**config.mk**
```make
export PLATFORM = sky130hd
export DESIGN_NAME = parse_credential_list_blob_top
export DESIGN_NICKNAME = d
export VERILOG_FILES = /design/src/rtl/pclb_pkg.sv /design/src/rtl/parse_credential_list_blob_top.sv /design/src/rtl/pclb_core.sv
export SDC_FILE = /design/constraint.sdc
export NUM_CORES = 1
export LEC_CHECK = 0
export ABC_CLOCK_PERIOD_IN_PS = 2900
export BUFFER_PORTS_ARGS = -buffer_cell sky130_fd_sc_hd__buf_2
export CORE_UTILIZATION = 40
export CTS_BUF_LIST = sky130_fd_sc_hd__clkbuf_8
export CTS_CLUSTER_DIAMETER = 60
export DETAILED_ROUTE_END_ITERATION = 8
export GPL_ROUTABILITY_DRIVEN = 0
export HOLD_SLACK_MARGIN = 0.02
export SYNTH_ARGS = -nofsm -noshare
export SYNTH_HDL_FRONTEND = slang
export SYNTH_SLANG_ARGS = --single-unit
```
**constraint.sdc**
```tcl
create_clock -name clk -period 2.9 [get_ports clk]
set_input_delay 0.58 -clock clk [delete_from_list [all_inputs] [get_ports clk]]
set_output_delay 0.58 -clock clk [all_outputs]
set_load 0.005 [all_outputs]
```
**src/rtl/pclb_pkg.sv**
```systemverilog
package pclb_pkg;

  localparam int MAX_ENTRIES    = 5;
  localparam int MAX_NAME_LEN   = 32;
  localparam int MAX_SECRET_LEN = 64;

  typedef enum logic [2:0] {
    PH_VERSION = 3'd0,
    PH_COUNT   = 3'd1,
    PH_NLEN    = 3'd2,
    PH_NBYTE   = 3'd3,
    PH_SLEN    = 3'd4,
    PH_SBYTE   = 3'd5,
    PH_DONE    = 3'd6,
    PH_ERROR   = 3'd7
  } phase_t;

  typedef logic [2:0] status_t;

  localparam status_t ST_OK         = 3'd0;
  localparam status_t ST_SHORT      = 3'd1;
  localparam status_t ST_VERSION    = 3'd2;
  localparam status_t ST_MANY       = 3'd3;
  localparam status_t ST_NAMELONG   = 3'd4;
  localparam status_t ST_SECRETLONG = 3'd5;
  localparam status_t ST_TRUNC      = 3'd6;
  localparam status_t ST_EMPTY      = 3'd7;

  typedef struct packed {
    logic [2:0] field_kind;
    logic [2:0] entry_number;
    logic [5:0] byte_offset;
    logic [7:0] byte_value;
    logic       error_seen;
    logic       is_final;
    status_t    final_status;
  } result_t;

endpackage

```
**src/rtl/parse_credential_list_blob_top.sv**
```systemverilog
// Credential list blob parser.
// The slave stream carries the blob one byte per transaction, with tlast on the
// final byte. The master stream returns one tagged transaction per input byte:
// tuser gives the field kind, tdata the entry, the offset in its string, the
// byte itself, the error flag and, on the tlast transaction, the blob status.
// Downstream keeps a blob's bytes only if that status is ok.
// The cfg channel writes the expected version byte; it is always ready. The user
// must write it only while no transaction is in flight; the block does not enforce it.
// From input acceptance to output, a byte passes one input register, then the parse
// step into the output register. Throughput is one byte per cycle while the receiver
// is ready, limited only by the single parse state update per byte.
// When the receiver stalls, the output register holds and the input register
// fills; a third byte waits at the slave port until the output moves.
// Reset empties both registers, returns the parser to the version byte and
// sets the expected version to 1. After each tlast byte the parser restarts.
module parse_credential_list_blob_top (
  input  logic        clk,
  input  logic        rst,
  input  logic        cfg_valid,
  output logic        cfg_ready,
  input  logic [7:0]  cfg_data,       // expected_version
  input  logic        s_tvalid,
  output logic        s_tready,
  input  logic [7:0]  s_tdata,        // [7:0] blob_byte
  input  logic        s_tlast,        // blob_end
  output logic        m_tvalid,
  input  logic        m_tready,
  output logic [23:0] m_tdata,        // [2:0] entry_number, [8:3] byte_offset,
                                      // [16:9] byte_value, [17] error_seen,
                                      // [20:18] final_status, [23:21] zero
  output logic [2:0]  m_tuser,        // [2:0] field_kind
  output logic        m_tlast         // is_final
);

  logic              in_valid;
  logic [7:0]        in_byte;
  logic              in_last;
  logic              out_valid;
  pclb_pkg::result_t out_res;
  pclb_pkg::result_t step_res;
  logic [7:0]        expected_version;
  logic              out_free;
  logic              advance;

  assign out_free  = !out_valid || m_tready;
  assign advance   = in_valid && out_free;
  assign s_tready  = !in_valid || advance;
  assign cfg_ready = 1'b1;

  always_ff @(posedge clk) begin
    if (rst) begin
      expected_version <= 8'd1;
    end else if (cfg_valid) begin
      expected_version <= cfg_data;
    end
  end

  always_ff @(posedge clk) begin
    if (rst) begin
      in_valid <= 1'b0;
    end else if (s_tready) begin
      in_valid <= s_tvalid;
    end
  end

  always_ff @(posedge clk) begin
    if (s_tvalid && s_tready) begin
      in_byte <= s_tdata;
      in_last <= s_tlast;
    end
  end

  pclb_core u_core (
    .clk              (clk),
    .rst              (rst),
    .step             (advance),
    .blob_byte        (in_byte),
    .blob_end         (in_last),
    .expected_version (expected_version),
    .result           (step_res)
  );

  always_ff @(posedge clk) begin
    if (rst) begin
      out_valid <= 1'b0;
    end else if (out_free) begin
      out_valid <= advance;
    end
  end

  always_ff @(posedge clk) begin
    if (advance) begin
      out_res <= step_res;
    end
  end

  assign m_tvalid = out_valid;
  assign m_tuser  = out_res.field_kind;
  assign m_tlast  = out_res.is_final;
  assign m_tdata  = {3'b000, out_res.final_status, out_res.error_seen,
                     out_res.byte_value, out_res.byte_offset, out_res.entry_number};

endmodule

```
**src/rtl/pclb_core.sv**
```systemverilog
module pclb_core (
  input  logic              clk,
  input  logic              rst,
  input  logic              step,
  input  logic [7:0]        blob_byte,
  input  logic              blob_end,
  input  logic [7:0]        expected_version,
  output pclb_pkg::result_t result
);

  pclb_pkg::phase_t  parse_phase, parse_phase_next;
  logic [6:0]        bytes_left, bytes_left_next;
  logic [5:0]        string_offset, string_offset_next;
  logic [2:0]        current_entry, current_entry_next;
  logic [2:0]        entry_total, entry_total_next;
  pclb_pkg::status_t latched_status, latched_status_next;
  logic              name_empty, name_empty_next;

  pclb_pkg::phase_t  phase_work;
  pclb_pkg::phase_t  phase_after;
  pclb_pkg::status_t status_after;
  pclb_pkg::status_t status_end;
  logic              raise;
  pclb_pkg::status_t raise_code;
  logic [6:0]        left_dec;
  logic [3:0]        entry_inc;
  logic [2:0]        ent;
  logic [5:0]        off;

  always_comb begin
    phase_work         = parse_phase;
    bytes_left_next    = bytes_left;
    string_offset_next = string_offset;
    current_entry_next = current_entry;
    entry_total_next   = entry_total;
    name_empty_next    = name_empty;
    raise              = 1'b0;
    raise_code         = pclb_pkg::ST_OK;
    ent                = 3'd0;
    off                = 6'd0;
    left_dec           = bytes_left - 7'd1;
    entry_inc          = {1'b0, current_entry} + 4'd1;

    case (parse_phase)
      pclb_pkg::PH_VERSION: begin
        if (blob_end) begin
          raise      = 1'b1;
          raise_code = pclb_pkg::ST_SHORT;
        end else if (blob_byte != expected_version) begin
          raise      = 1'b1;
          raise_code = pclb_pkg::ST_VERSION;
        end else begin
          phase_work = pclb_pkg::PH_COUNT;
        end
      end
      pclb_pkg::PH_COUNT: begin
        if (blob_byte > 8'(pclb_pkg::MAX_ENTRIES)) begin
          raise      = 1'b1;
          raise_code = pclb_pkg::ST_MANY;
        end else begin
          entry_total_next   = blob_byte[2:0];
          current_entry_next = 3'd0;
          phase_work = (blob_byte == 8'd0) ? pclb_pkg::PH_DONE : pclb_pkg::PH_NLEN;
        end
      end
      pclb_pkg::PH_NLEN: begin
        ent = current_entry;
        if (blob_byte > 8'(pclb_pkg::MAX_NAME_LEN)) begin
          raise      = 1'b1;
          raise_code = pclb_pkg::ST_NAMELONG;
        end else begin
          name_empty_next    = (blob_byte == 8'd0);
          bytes_left_next    = blob_byte[6:0];
          string_offset_next = 6'd0;
          phase_work = (blob_byte == 8'd0) ? pclb_pkg::PH_SLEN : pclb_pkg::PH_NBYTE;
        end
      end
      pclb_pkg::PH_NBYTE: begin
        ent = current_entry;
        off = string_offset;
        if (string_offset == 6'd0 && blob_byte == 8'd0) begin
          name_empty_next = 1'b1;
        end
        string_offset_next = string_offset + 6'd1;
        bytes_left_next    = left_dec;
        if (left_dec == 7'd0) begin
          phase_work = pclb_pkg::PH_SLEN;
        end
      end
      pclb_pkg::PH_SLEN: begin
        ent = current_entry;
        if (blob_byte > 8'(pclb_pkg::MAX_SECRET_LEN)) begin
          raise      = 1'b1;
          raise_code = pclb_pkg::ST_SECRETLONG;
        end else begin
          bytes_left_next    = blob_byte[6:0];
          string_offset_next = 6'd0;
          if (blob_byte == 8'd0) begin
            // entry complete with an empty secret
            if (name_empty) begin
              raise      = 1'b1;
              raise_code = pclb_pkg::ST_EMPTY;
            end else begin
              current_entry_next = entry_inc[2:0];
              phase_work = (entry_inc >= {1'b0, entry_total}) ?
                           pclb_pkg::PH_DONE : pclb_pkg::PH_NLEN;
            end
          end else begin
            phase_work = pclb_pkg::PH_SBYTE;
          end
        end
      end
      pclb_pkg::PH_SBYTE: begin
        ent = current_entry;
        off = string_offset;
        string_offset_next = string_offset + 6'd1;
        bytes_left_next    = left_dec;
        if (left_dec == 7'd0) begin
          if (name_empty) begin
            raise      = 1'b1;
            raise_code = pclb_pkg::ST_EMPTY;
          end else begin
            current_entry_next = entry_inc[2:0];
            phase_work = (entry_inc >= {1'b0, entry_total}) ?
                         pclb_pkg::PH_DONE : pclb_pkg::PH_NLEN;
          end
        end
      end
      default: begin
      end
    endcase

    // first error wins
    status_after = (raise && latched_status == pclb_pkg::ST_OK) ? raise_code : latched_status;
    phase_after  = raise ? pclb_pkg::PH_ERROR : phase_work;
    status_end   = status_after;
    if (blob_end && status_after == pclb_pkg::ST_OK && phase_after != pclb_pkg::PH_DONE) begin
      status_end = pclb_pkg::ST_TRUNC;
    end

    parse_phase_next    = phase_after;
    latched_status_next = status_end;

    result.field_kind   = parse_phase;
    result.entry_number = ent;
    result.byte_offset  = off;
    result.byte_value   = blob_byte;
    result.error_seen   = (status_end != pclb_pkg::ST_OK);
    result.is_final     = blob_end;
    result.final_status = blob_end ? status_end : pclb_pkg::ST_OK;
  end

  always_ff @(posedge clk) begin
    if (rst) begin
      parse_phase    <= pclb_pkg::PH_VERSION;
      bytes_left     <= '0;
      string_offset  <= '0;
      current_entry  <= '0;
      entry_total    <= '0;
      latched_status <= pclb_pkg::ST_OK;
      name_empty     <= 1'b0;
    end else if (step) begin
      if (blob_end) begin
        // blob done, next byte starts a new one
        parse_phase    <= pclb_pkg::PH_VERSION;
        bytes_left     <= '0;
        string_offset  <= '0;
        current_entry  <= '0;
        entry_total    <= '0;
        latched_status <= pclb_pkg::ST_OK;
        name_empty     <= 1'b0;
      end else begin
        parse_phase    <= parse_phase_next;
        bytes_left     <= bytes_left_next;
        string_offset  <= string_offset_next;
        current_entry  <= current_entry_next;
        entry_total    <= entry_total_next;
        latched_status <= latched_status_next;
        name_empty     <= name_empty_next;
      end
    end
  end

endmodule

```
* Word level (Yosys, flattened, before mapping)
Index checks and enable logic that the tools add are counted.
** Word-level totals
- Bits in registers :: 70
- Bits of input ports :: 22
- Output and inout bits :: 31
- Word-level logic and storage cells :: 125
** Operators by class
- Add/subtract/negate cells :: 3
- Magnitude comparators :: 4
- Equal/unequal tests :: 14
- Muxes and demuxes :: 58
- Reduce and logical (&&, ||, !) cells :: 27
** Operator list (count)
- 3-bit 2-to-1 mux :: 32
- 7-bit 2-to-1 mux :: 3
- 7-bit one-hot mux with 3 select lines :: 1
- 6-bit 2-to-1 mux :: 3
- 3-bit one-hot mux with 6 select lines :: 1
- 6-bit one-hot mux with 3 select lines :: 1
- 3-bit one-hot mux with 5 select lines :: 1
- 3-bit inequality test, second input constant :: 4
- 1-bit 2-to-1 mux :: 11
- 3-bit logical NOT :: 3
- 3-bit by 2-bit inequality test with 1-bit output, second input constant :: 3
- 3-bit one-hot mux with 3 select lines :: 1
- 8-bit by 3-bit greater-than comparator with 1-bit output, second input constant :: 1
- 8-bit by 6-bit greater-than comparator with 1-bit output, second input constant :: 1
- 8-bit by 7-bit greater-than comparator with 1-bit output, second input constant :: 1
- 8-bit logical NOT :: 1
- 8-bit inequality test :: 1
- 4-bit AND reduction :: 2
- 4-bit nonzero test :: 2
- 7-bit logical NOT :: 1
- 7-bit by 1-bit subtractor with 7-bit output, second input constant :: 1
- 6-bit by 1-bit adder with 6-bit output, second input constant :: 1
- 3-bit by 2-bit equality test with 1-bit output, second input constant :: 2
- 3-bit equality test, second input constant :: 2
- other kinds (17) :: 26

* Depth between registers and ports, before layout
- Depth after elaboration :: 12
- Depth in mapped cells :: 10
- Mapped depth without buffers :: 10

* Hierarchy
Synthesis repeated with hierarchy kept, for this count alone.
** Unflattened totals
- Cells, all modules :: 393
- Area, all modules :: 3819.9 µm²
** Modules (own cells, without submodules)
- pclb_core :: times used 1, cells each 317, area an instance 2387.3 µm², sequential area each 520.5 µm²
- parse_credential_list_blob_top :: times used 1, cells each 76, area an instance 1432.6 µm², sequential area each 1221.2 µm²

* Worst setup path before layout
No wires, ideal clock.
- Path type :: input to register
- Start :: input port m_tready
- End :: register u_core.current_entry[2]
- Library setup time :: 0.070 ns
- Arrival :: 2.553 ns
- Data required time :: 2.830 ns
- Slack :: 0.277 ns
- Stages :: 9
- Cells stage by stage :: nor2b_1 -> nand2b_1 -> clkbuf_1 -> clkinv_1 -> nand2_1 -> nand2_1 -> o21ai_2 -> o21ai_0 -> a21oi_1
** On the way
- Cells in the longest elaborated chain, start to end :: 3
** RTL lines
- start, declared :: RTL line parse_credential_list_blob_top.sv:27 : input logic m_tready,
- 1-bit logical OR :: RTL line parse_credential_list_blob_top.sv:45 : assign out_free = !out_valid || m_tready;
- 1-bit logical AND :: RTL line parse_credential_list_blob_top.sv:46 : assign advance = in_valid && out_free;
- via advance :: RTL line parse_credential_list_blob_top.sv:43 : logic advance;
- 6-bit AND reduction (no source line)
- end signal, assigned :: RTL line pclb_core.sv:176 : current_entry <= current_entry_next;
- end, declared :: RTL line pclb_core.sv:14 : logic [2:0] current_entry, current_entry_next;
The timed path passes the listed nets, and every way through them passes these cells.
A chain may end at the register's enable or synchronous reset.

* Worst setup path in the final report
- Start :: register u_core.bytes_left[0]
- End :: register out_res (netlist bit m_tdata[20]), data pin
** On the way
- Cells in the longest elaborated chain, start to end :: 10
- Elaborated cells on any way between the ends :: 17
** RTL lines
- start, declared :: RTL line pclb_core.sv:12 : logic [6:0] bytes_left, bytes_left_next;
- start signal, assigned :: RTL line pclb_core.sv:174 : bytes_left <= bytes_left_next;
- 7-bit by 1-bit subtractor with 7-bit output * :: RTL line pclb_core.sv:41 : left_dec = bytes_left - 7'd1;
- 7-bit logical NOT * :: RTL line pclb_core.sv:86, pclb_core.sv:118
- 1-bit 2-to-1 mux :: RTL line pclb_core.sv:118 : if (left_dec == 7'd0) begin
- 1-bit one-hot mux with 5 select lines :: RTL line pclb_core.sv:44 : case (parse_phase)
- 1-bit logical AND :: RTL line pclb_core.sv:134 : status_after = (raise && latched_status == pclb_pkg::ST_OK) ? raise_code : latched_status;
- 3-bit 2-to-1 mux :: RTL line pclb_core.sv:134
- 3-bit logical NOT :: RTL line pclb_core.sv:137 : if (blob_end && status_after == pclb_pkg::ST_OK && phase_after != pclb_pkg::PH_DONE) begin
- 1-bit logical AND (2 in series) :: RTL line pclb_core.sv:137
- 3-bit 2-to-1 mux * :: RTL line pclb_core.sv:137
- end signal, assigned :: RTL line parse_credential_list_blob_top.sv:93 : out_res <= step_res;
- end, declared :: RTL line parse_credential_list_blob_top.sv:39 : pclb_pkg::result_t out_res;
Every way passes the cells marked *; elsewhere a longest branch is shown, timed or not.

==> impl_metrics.yaml <==
grt:
  antenna_found_initial: 0
  grt_pass1_vias: 2719
  grtUsageTotal_pct: 17.89
  grt-ovfl-total: 0
  grt_pass1_wl_mm: 13.32
  grt_max_degree: 30
setup_path:
  critPathRequiredTime_ps: 2990
  r2r_setup_slack_ps: 220
  critPathArrivalTime_ps: 2770
  critPathLaunchType: "flip-flop"
  crit_path_end_kind: "flip-flop"
  ff2ff_path_depth: 9
  crit_type: "reg -> reg"
  r2r_start: "u_core.bytes_left[0]"
  crit_fanout: 9
  r2r-end: "m_tdata[20]"
finish:
  drive_above_1_share_pct: 24.03
  fin_nets: 462
  area_delta_synth_final_pct: 16.20
  final_cells: 545
  antenna_cells: 0
power:
  power_frac_clock_pct: 36.3
  leakagePower_nw: 1.666
  ir_drop_mv: 0.2529
  switchingPower_mw: 0.5493
  p_per_area_nw_per_um2: 504.4
  comb_power_share_pct: 12.1
  p_int_mw: 1.605
  p_sw_share_pct: 25.49
  seq_power_share_pct: 51.6
sta:
  skew_ps: 12.00
  period_share_pct: 92.53
  timing.fmax_ghz: 0.3727
  hold_viol_final: 0
  slew_headroom_pct: 58.40
  setup_violations: 0
  fin_crit_ps: 2683
  final_max_slew_viol_count: 0
  worst_pin_slew_ps: 624.0
  tns_ps: 0
  rsz0062_at_grt: "false"
synth:
  synth_mux_area_share_pct: 3.029
  synthXorXnorAreaFrac_pct: 3.336
  async_flop_share_pct: 0
  synth.cell_area_sq_um: 3676
  synth_simple_gate_area_share_pct: 20.52
  yosys_warnings: 0
  synth_flop_cell: "dfxtp_1"
  seq_area_frac_synth_pct: 47.38
  synth_compound_area_share_pct: 17.73
  synth_edf_count: 34
  synth_cell_types: 75
  synth_top_family_by_area: "simple AND/OR/NAND/NOR gates"
  synth-seq-cells: 70
  avgSynthCellArea_sq_um: 9.777
  synth-adder-area-share_pct: 2.723
  syn-instance-count: 376
cts:
  cts_hold_buf: 0
  clock_latency_ps: 350
  cts_buffers: 9
  h-tree-depth: 3
  clockRootBuffer: "clkbuf_8"
  clk_pin_slew_worst_paths_ps: 70
  cts_max_path_buffers: 2
  clock_sinks: 70
  cts_tree: "done"
drt:
  wl_met3_microns: 365
  detail-route-antenna-nets: 0
  dr_wl_met2_mm: 3.848
  vias: 2993
  routedWlPerCell_microns: 15.10
  met1_length_mm: 3.837
  first_pass_iters: 8
  via_per_inst: 5.492
  wirelength_mm: 8.228
  top_layer: "met4"
  drc_errors: 4
  drt-initial-drc-count: 152
flow_run:
  timing.max_cap.violations: 0
worst_hold_path:
  hp-class: "in -> reg"
  hold_start: "s_tlast"
  hold_end: "in_last"
  whs_path_depth: 1
status:
  status: "finished with violations"
  violations: "design-rule violations"
die:
  pin_count: 53
  rows: 34
  coreArea_sq_um: 8806
  dieHeight_microns: 97.87
  start_util_pct: 41.74
  fp.dieW_microns: 97.87
  die-area_sq_um: 9578
place:
  dpl.hpwl_mm: 6.019
  post-place-cells: 529
  port_buffers: 48
## worst max-delay path by stage
| stage | from | endpoint | slack, ps | cells after the start |
|---|---|---|---|---|
| 2_1_floorplan | m_tready | u_core.current_entry[2] | 280 | 9 |
| 3_3_place_gp | u_core.bytes_left[0] | m_tdata[17] | 290 | 9 |
| 3_5_place_dp | u_core.bytes_left[0] | m_tdata[20] | 210 | 9 |
| 4_1_cts | u_core.bytes_left[0] | m_tdata[20] | 190 | 9 |
| 5_1_grt | u_core.bytes_left[0] | m_tdata[20] | 40 | 9 |
| 6_report | u_core.bytes_left[0] | m_tdata[20] | 220 | 9 |
## stage by stage
step	cell area [sq um]	total power, mW	worst slack (ps)	utilization [%]	hold WS [ps]
floorplan	3684	1.304	277.4	-	420.6
global placement	4068	1.390	287.3	46.19	478.5
detailed placement	4068	1.392	205.5	46.19	478.5
CTS	4267	2.173	193.8	48.45	394.5
global route	4272	2.252	35.50	48.51	383.6
finish	4272	2.155	216.8	48.51	408.9
## cells in the final DEF, fill, tap and decap left out, types with 3 or more instances in the layout
cell / count
a211o_1: 4
a21oi_1: 24
a22oi_1: 3
and2_1: 8
and3_1: 4
buf_2: 48
buf_4: 19
clkbuf_8: 10
clkinv_2: 3
conb_1: 4
dfxtp_1: 36
edfxtp_1: 34
ha_1: 8
inv_1: 12
mux2i_1: 10
nand2_1: 26
nand2b_1: 4
nand3_1: 10
nand3b_1: 3
nand4_1: 5
nor2_1: 44
nor2b_1: 4
nor3_1: 8
nor4_1: 3
o21ai_0: 19
o21ai_1: 3
o31ai_1: 5
or3_1: 8
or4_1: 3
xnor2_1: 9
xor2_1: 5
## layer usage
| layer | up-vias | track usage (%) |
|---|---|---|
| met5 | - | 0 |
| met4 | 0 | 7.576 |
| met3 | 16 | 4.581 |
| met2 | 69 | 28.55 |
| met1 | 1425 | 23.00 |
| li1 | 1483 | - |
## synthesized netlist by cell type (3+ instances only)
master / number / area, sq um
a211o_1: 4 / 35.03
a21oi_1: 24 / 120.1
a22oi_1: 3 / 22.52
and2_1: 8 / 50.05
and3_1: 4 / 25.02
buf_2: 5 / 25.02
buf_4: 6 / 45.04
clkbuf_1: 10 / 37.54
dfxtp_1: 36 / 720.7
edfxtp_1: 34 / 1021
ha_1: 8 / 100.1
inv_1: 12 / 45.04
mux2i_1: 10 / 100.1
nand2_1: 26 / 97.59
nand2b_1: 4 / 25.02
nand3_1: 10 / 50.05
nand3b_1: 3 / 22.52
nand4_1: 5 / 31.28
nor2_1: 44 / 165.2
nor2b_1: 4 / 25.02
nor3_1: 8 / 40.04
nor4_1: 3 / 18.77
o21ai_0: 19 / 95.09
o21ai_1: 3 / 15.01
o31ai_1: 5 / 37.54
or3_1: 8 / 50.05
or4_1: 3 / 22.52
xnor2_1: 9 / 78.83
xor2_1: 5 / 43.79
## logic make-up (layout without fill, tap and decap cells)
kind of cell               after synthesis  after routing
AOI/OAI and AO/OA                       90             90
xor gates and xnor gates                14             14
adders and majority gates                8              8
buffers and inverters                   38             97
DFF                                     70             70
muxes                                   11             11
other                                    2              4
and+or+nand+nor                        143            143
## power groups by stage
stage	Sequential (mW)	Combinational, mW	Clock, mW
final	1.11	0.261	0.783
after global routing	1.12	0.289	0.848
after CTS	1.11	0.260	0.803
after detailed placement	1.13	0.259	0
after global placement	1.13	0.257	0
after floorplan	1.13	0.178	0
## registers in the layout, summed over array words and instances, names as in the netlist
register and count:
u_core.latched_status 3, in_last 1, u_core.bytes_left 7, u_core.current_entry 3
m_tlast 1, u_core.entry_total 3, in_byte 8, expected_version 8
u_core.name_empty 1, u_core.parse_phase 3, m_tdata 21, in_valid 1
m_tuser 3, u_core.string_offset 6, m_tvalid 1
## what timing repair did
item	4_1_cts	5_1_grt
setup endpoints to repair	0	2
setup buffers	0	0
gates resized for setup	0	1
## area by class of cell
cell class	count	area (sq um)
clock buffers	10	137.6
clock inverters	6	61.31
fillers	830	4534
inverters	14	52.55
multi-input cells	270	1760
flip-flops and latches	70	1742
well taps	108	135.1
repair buffers	67	382.9
## worst max-delay path, stage by stage (launching register included)
cell and delay, ps:
dfxtp_1 380, inv_1 80, ha_1 280, or3b_1 450, o32ai_4 280, o211ai_4 160, mux2_2 260, a21oi_1 90
o31ai_2 340, o22ai_1 110
No activity file was read; power rests on OpenSTA's default activity.
